===== src/rtl/mvt_pkg.sv =====
// ----------------------------------------------------------------------------
// Matrix vector transform package
// Shared widths, types, item kinds and the Q16.16 round and saturate helper.
// ----------------------------------------------------------------------------
package mvt_pkg;

   localparam int DIM        = 4;
   localparam int WORD_W     = 32;
   localparam int PROD_W     = 2 * WORD_W;
   localparam int ACC_W      = PROD_W + $clog2(DIM);
   localparam int FRAC_W     = 16;
   localparam int IDX_W      = $clog2(DIM * DIM);
   localparam int MODE_W     = 2;
   localparam int REQ_DATA_W = ((IDX_W + (2 + DIM) * WORD_W + 7) / 8) * 8;
   localparam int RSP_DATA_W = DIM * WORD_W;

   localparam logic [MODE_W-1:0] MODE_LOAD  = 2'd0;
   localparam logic [MODE_W-1:0] MODE_XFORM = 2'd1;
   localparam logic [MODE_W-1:0] MODE_SCALE = 2'd2;

   localparam logic [WORD_W-1:0] Q_ONE = WORD_W'(1) << FRAC_W;

   typedef logic signed [WORD_W-1:0] word_type;
   typedef logic signed [PROD_W-1:0] prod_type;
   typedef logic signed [ACC_W-1:0]  acc_type;

   typedef struct packed {
      logic     sat;
      word_type value;
   } rnd_type;

   // Round a Q34.32 value to nearest Q16.16 (ties toward plus infinity),
   // then clip to the signed 32-bit range.
   function automatic rnd_type rnd_sat(input acc_type v);
      acc_type sum;
      acc_type sh;
      rnd_type r;
      sum = v + acc_type'(ACC_W'(1) << (FRAC_W - 1));
      sh  = sum >>> FRAC_W;
      if ((&sh[ACC_W-1:WORD_W-1]) || !(|sh[ACC_W-1:WORD_W-1])) begin
         r.sat   = 1'b0;
         r.value = sh[WORD_W-1:0];
      end else begin
         r.sat   = 1'b1;
         r.value = sh[ACC_W-1] ? {1'b1, {(WORD_W-1){1'b0}}} : {1'b0, {(WORD_W-1){1'b1}}};
      end
      return r;
   endfunction

endpackage


===== src/rtl/mvt_merge.sv =====
// ----------------------------------------------------------------------------
// Matrix vector transform merge stage
// Collects the four lane results into one output item and combines the
// saturation flags, holding the item until the consumer takes it.
// ----------------------------------------------------------------------------
module mvt_merge (
   input  logic                                   clock,
   input  logic                                   reset,
   input  logic                                   ld,
   input  mvt_pkg::rnd_type [mvt_pkg::DIM-1:0]    lane_rnd,
   output logic                                   adv,
   output logic                                   rsp_tvalid,
   input  logic                                   rsp_tready,
   output logic [mvt_pkg::RSP_DATA_W-1:0]         rsp_tdata,
   output logic                                   rsp_tuser
);
   import mvt_pkg::*;

   logic                  valid_ff;
   logic                  valid_in;
   logic [RSP_DATA_W-1:0] data_ff;
   logic [RSP_DATA_W-1:0] data_in;
   logic                  sat_ff;
   logic                  sat_in;

   assign adv = !valid_ff || rsp_tready;

   always_comb begin
      sat_in = 1'b0;
      for (int j = 0; j < DIM; j++) begin
         data_in[j*WORD_W +: WORD_W] = lane_rnd[j].value;
         sat_in = sat_in | lane_rnd[j].sat;
      end
   end

   assign valid_in = ld ? 1'b1 : (rsp_tready ? 1'b0 : valid_ff);

   always_ff @(posedge clock) begin
      if (reset) begin
         valid_ff <= 1'b0;
      end else begin
         valid_ff <= valid_in;
      end
      if (ld) begin
         data_ff <= data_in;
         sat_ff  <= sat_in;
      end
   end

   assign rsp_tvalid = valid_ff;
   assign rsp_tdata  = data_ff;
   assign rsp_tuser  = sat_ff;

endmodule

===== config.mk =====
export PLATFORM = sky130hd
export DESIGN_NAME = mvt_merge
export DESIGN_NICKNAME = d
export VERILOG_FILES = /design/src/rtl/mvt_pkg.sv /design/src/rtl/mvt_merge.sv
export SDC_FILE = /design/constraint.sdc
export NUM_CORES = 1
export LEC_CHECK = 0
export BUFFER_PORTS_ARGS = -buffer_cell sky130_fd_sc_hd__buf_4
export CORE_ASPECT_RATIO = 0.9
export CORE_MARGIN = 5
export CORE_UTILIZATION = 27
export DETAILED_ROUTE_END_ITERATION = 8
export PLACE_DENSITY = 0.6
export SLEW_MARGIN = 20
export SYNTH_ARGS = -nofsm -noshare
export SYNTH_HDL_FRONTEND = slang
export SYNTH_SLANG_ARGS = --single-unit

===== constraint.sdc =====
create_clock -name clock -period 0.9 [get_ports clock]
set_input_delay 0.18 -clock clock [delete_from_list [all_inputs] [get_ports clock]]
set_output_delay 0.18 -clock clock [all_outputs]
set_load 0.005 [all_outputs]

==> results.md, run 1 <==
* Syn nets at 270
* PortBufs at 266
* Setup Slack @ Placement at -0.170 ns
* Clock buffer depth at 2
* Register area share after synthesis at 99.4%
* Num CTS Buffers at 17
* Yosys top cell area share at 98.9%
* CTS root buf: clkbuf_16
* Flops & latches, synth at between 100 and 150
* Post_cts resized at 17
* Leading area contributor after synthesis: edfxtp_1
* Die Y at 124 um
* Clk sink count at 130
* Post-CTS Setup Inserts at 1
* Post-synth top flop: edfxtp_1
* Total I/O pin count at 267
* Hold-fix buffers, CTS at between 100 and 150
* Halt Reason: [ERROR RSZ-0060] Max buffer count reached.
* Synth top area cells: edfxtp_1 (99%), dfxtp_1 (0.51%), or4_1 (0.19%)
* EDFF count, synth at 129
* Cell area after synthesis at 0.00392 sq mm
* Status: aborted with a tool error
* CTS HTree Levels at 4
* Hpwl dp at 8.06 mm
* Die X at 137 um
* Distinct cells, synth at 6
* Routability cong. at a little over 0.7
* Mapped Avg Cell Area at 29.2 sq um
* Initial Util at 27.8%
* Post-DP Area at 0.00621 sq mm
* Last stage: 4_1_cts
* Num rows at 41
* FFs w/ async S/R, synth at 0%
* Syn Inst Count at between 100 and 150
* Syn. warnings at 0
* Top-count cell post-synth: edfxtp_1
## logic make-up after synthesis
| group | after synthesis | share of synthesized area [%] |
|---|---|---|
| compound gates | 1 | 0.128 |
| buf+inv | 1 | 0.0958 |
| flops | 130 | 99.4 |
| simple gates | 2 | 0.352 |
## stage by stage
step | cells | util, %
3_5_place_dp | 597 | 44.0
3_3_place_gp | 597 | 44.0
2_1_floorplan | 134 | -
==> inputs of run 2 (changes only) <==
--- a/config.mk
+++ b/config.mk
@@ -6,11 +6,10 @@
 export NUM_CORES = 1
 export LEC_CHECK = 0
 export BUFFER_PORTS_ARGS = -buffer_cell sky130_fd_sc_hd__buf_4
-export CORE_ASPECT_RATIO = 0.9
 export CORE_MARGIN = 5
-export CORE_UTILIZATION = 27
+export CORE_UTILIZATION = 20
 export DETAILED_ROUTE_END_ITERATION = 8
-export PLACE_DENSITY = 0.6
+export PLACE_DENSITY_LB_ADDON = 0.15
 export SLEW_MARGIN = 20
 export SYNTH_ARGS = -nofsm -noshare
 export SYNTH_HDL_FRONTEND = slang
==> constraint.sdc (replaced) <==
create_clock -name clock -period 1.2 [get_ports clock]
set_input_delay 0.24 -clock clock [delete_from_list [all_inputs] [get_ports clock]]
set_output_delay 0.24 -clock clock [all_outputs]
set_load 0.005 [all_outputs]
==> run 2 against run 1 <==
Net effect:
- the flow now finishes, with violations (setup timing)
- area after synthesis stayed put
- synthesized cell count unchanged
==> results.md, run 2 <==
* Max VDD drop at 0.000886 V
* ANT nets after route at 0
* Vias per inst at 3.57
* GR Util met2 at roughly 20%
* Post-CTS Setup Inserts at 0
* Initial antenna violation count at 0
* Largest delay share family, worst path: flip-flops
* Setup Slack @ Placement at 0.0870 ns
* Hpwl dp at ~9.4 mm
* Drc violations at 0
* Crit-path slowest cell: edfxtp_1
* Final setup fails at 6
* Syn. warnings at 0
* Vias in the first global route at 3443
* Crit-path cells: buf_6
* FFs w/ async S/R, synth at 0%
* Clock input transition at the sequential cells of the worst setup and hold paths at approximately 0.06 ns
* Die X at 150 um
* Reg power frac at a little under half
* Commonest non-fill, non-tap cell in the layout: buf_4
* Maximum fanout along the worst path at 1
* Max reg flops at 128
* Failing checks: setup timing
* Worst-Margin Slew at 0.325 ns
* Initial Util at between 20% and 30%
* Crit end category: primary output
* Worst-Skew Late Latency at roughly 0.4 ns
* Power Internal at about 9100 uW
* Leak pwr at 0.00344 uW
* CTS HTree Levels at 4
* Share of cells above drive strength 1 at 53.7%
* Routability cong. at 0.764
* Post-synth top flop: edfxtp_1
* # diodes at 0
* Slew margin rel. at 78.3%
* Logic pwr share at about an eighth
* Clk_skew at 0 ns
* Fin nets at 686
* Routed vias at approximately 3.0k
* Overall Power at around 12000 uW
* Final WS setup at -0.0193 ns
* Fin crit share at 102%
* Total congestion overflow at 0
* Area Growth Syn to Fin at 111%
* Distinct cells, synth at 6
* RSZ-0062 raised after global routing: yes
* CTS root buf: clkbuf_16
* Die area at 0.0225 sq mm
* Busiest grt layer: met2
* Syn Inst Count at 134
* Mapped Avg Cell Area at 29.2 sq um
* Core area at 0.0194 sq mm
* Yosys top cell area share at 98.9%
* Peak Freq at 820 MHz
* Die Y at 150 um
* Startpoint types: flip-flop
* Flops & latches, synth at 130
* CP peak stage delay at 0.43 ns
* Most frequent cells in the layout: buf_4 (225), edfxtp_1 (129), dlygate4sd3_1 (128)
* Setup CP Type: flip-flop to primary output
* Buf/Inv on CP at 1
* Initial DRT Pass Iterations at 4
* Num rows at 51
* Syn nets at 270
* EDFF count, synth at 129
* First-pass GRT wire length at 19.2 mm
* Routing usage on met1 at a little under an eighth
* Leading area contributor after synthesis: edfxtp_1
* Synth top area cells: edfxtp_1 (99%), dfxtp_1 (0.51%), or4_1 (0.19%)
* Max Cap Viol at 0
* # fillers at approximately 1.8k
* Power Density at 1410 mW/mm^2
* Clock buffer depth at 2
* Global-route total usage across every layer at 11.5%
* Hold Crit Class: input port to flip-flop
* Num CTS Buffers at 17
* Cell area after synthesis at 0.00392 sq mm
* Req. time, crit path at around 0.96 ns
* Clk sink count at 130
* Min Tclk post-route at roughly 1.2 ns
* Final Hold Fails at 0
* Worst path arrival time at 0.98 ns
* Largest net degree at the start of global routing at 60
* CTS tree: done
* Clock power frac at around two fifths
* PortBufs at 266
* DRT iter0 DRCs at 95
* Top-count cell post-synth: edfxtp_1
* Register area share after synthesis at 99.4%
* Status: finished, violations left
* Met3 Use GR at under 10%
* Final WL at 13.0 mm
* Switching share of power at 22.2%
* Total I/O pin count at approximately 270
* Switching power at 2590 uW
* Max-slew violation count at 0
* Wire length per cell at 15.7 um
run 2: cell counts after synthesis:
Identical to the previous run, type by type.
run 2: cells by family after synthesis:
group / after synthesis / share of synthesized area, %
flops: 130 / 99.4
simple gates: 2 / 0.352
buf+inv: 1 / 0.0958
compound gates: 1 / 0.128
run 2: what timing repair did:
item                                    in CTS  in global routing
hold buffers                               128                  0
endpoints found under the setup margin      29                 87
cloned                                       0                  0
resized for setup                           15                 29
hold endpoints to repair                   128                  0
pin swaps                                    0                  0
run 2: final cells by class:
| class | instances | area, sq um | area share [%] |
|---|---|---|---|
| repair buffers | 397 | 3480 | 42.1 |
| well taps | 265 | 332 | 4.01 |
| flip-flops and latches | 130 | 3890 | 47.1 |
| clock buffers | 17 | 425 | 5.14 |
| inverters | 1 | 3.75 | 0.0454 |
| clock inverters | 14 | 108 | 1.30 |
| multi-input cells | 3 | 26.3 | 0.318 |
run 2: path summary, 6_finish.rpt:
| path | start | endpoint | slack (ns) | cells after the start |
|---|---|---|---|---|
| worst max-delay path | rsp_tdata[93] | rsp_tdata[93] | -0.02 | 1 |
| worst min-delay path | lane_rnd[104] | rsp_tdata[101] | 0.03 | 1 |
| worst max register to register | rsp_tvalid | rsp_tvalid | 0.58 | 2 |
| worst min register to register | rsp_tvalid | rsp_tvalid | 0.50 | 2 |
run 2: stage by stage:
stage | instances | area [sq um] | util [%] | hold WS, ns | setup TNS (ns)
after detailed placement | 668 | 6290 | 32.4 | 0.399 | 0
after global placement | 668 | 6290 | 32.4 | 0.394 | 0
after global routing | 827 | 8270 | 42.6 | 0.00466 | -1.45
after floorplan | 134 | 3920 | - | 0.309 | 0
after CTS | 827 | 8160 | 42.1 | 0.00853 | -0.353
final | 827 | 8270 | 42.6 | 0.0319 | -0.0502
run 2: worst reg2reg max path, stage by stage (launching register included):
cell and delay, ns:
dfxtp_2 0.35, nand2b_4 0.06, a21oi_1 0.13
run 2: power groups by stage:
stage | sequential, uW | clock (uW) | combinational, uW
final | 5520 | 4670 | 1480
after detailed placement | 5590 | 0 | 1090
after global routing | 5550 | 5070 | 1580
after CTS | 5510 | 4830 | 1460
after floorplan | 5630 | 0 | 3.84
after global placement | 5580 | 0 | 1080
run 2: routing by layer:
metal  wire length (um)  part of all wire [%]  vias to the layer above
li1                   -                     -                     1379
met1               4320                    33                     1408
met2               6910                    53                      157
met3               1600                    12                       10
met4                178                   1.4                        0
met5                  0                     0                        -
No activity file was read; power rests on OpenSTA's default activity.
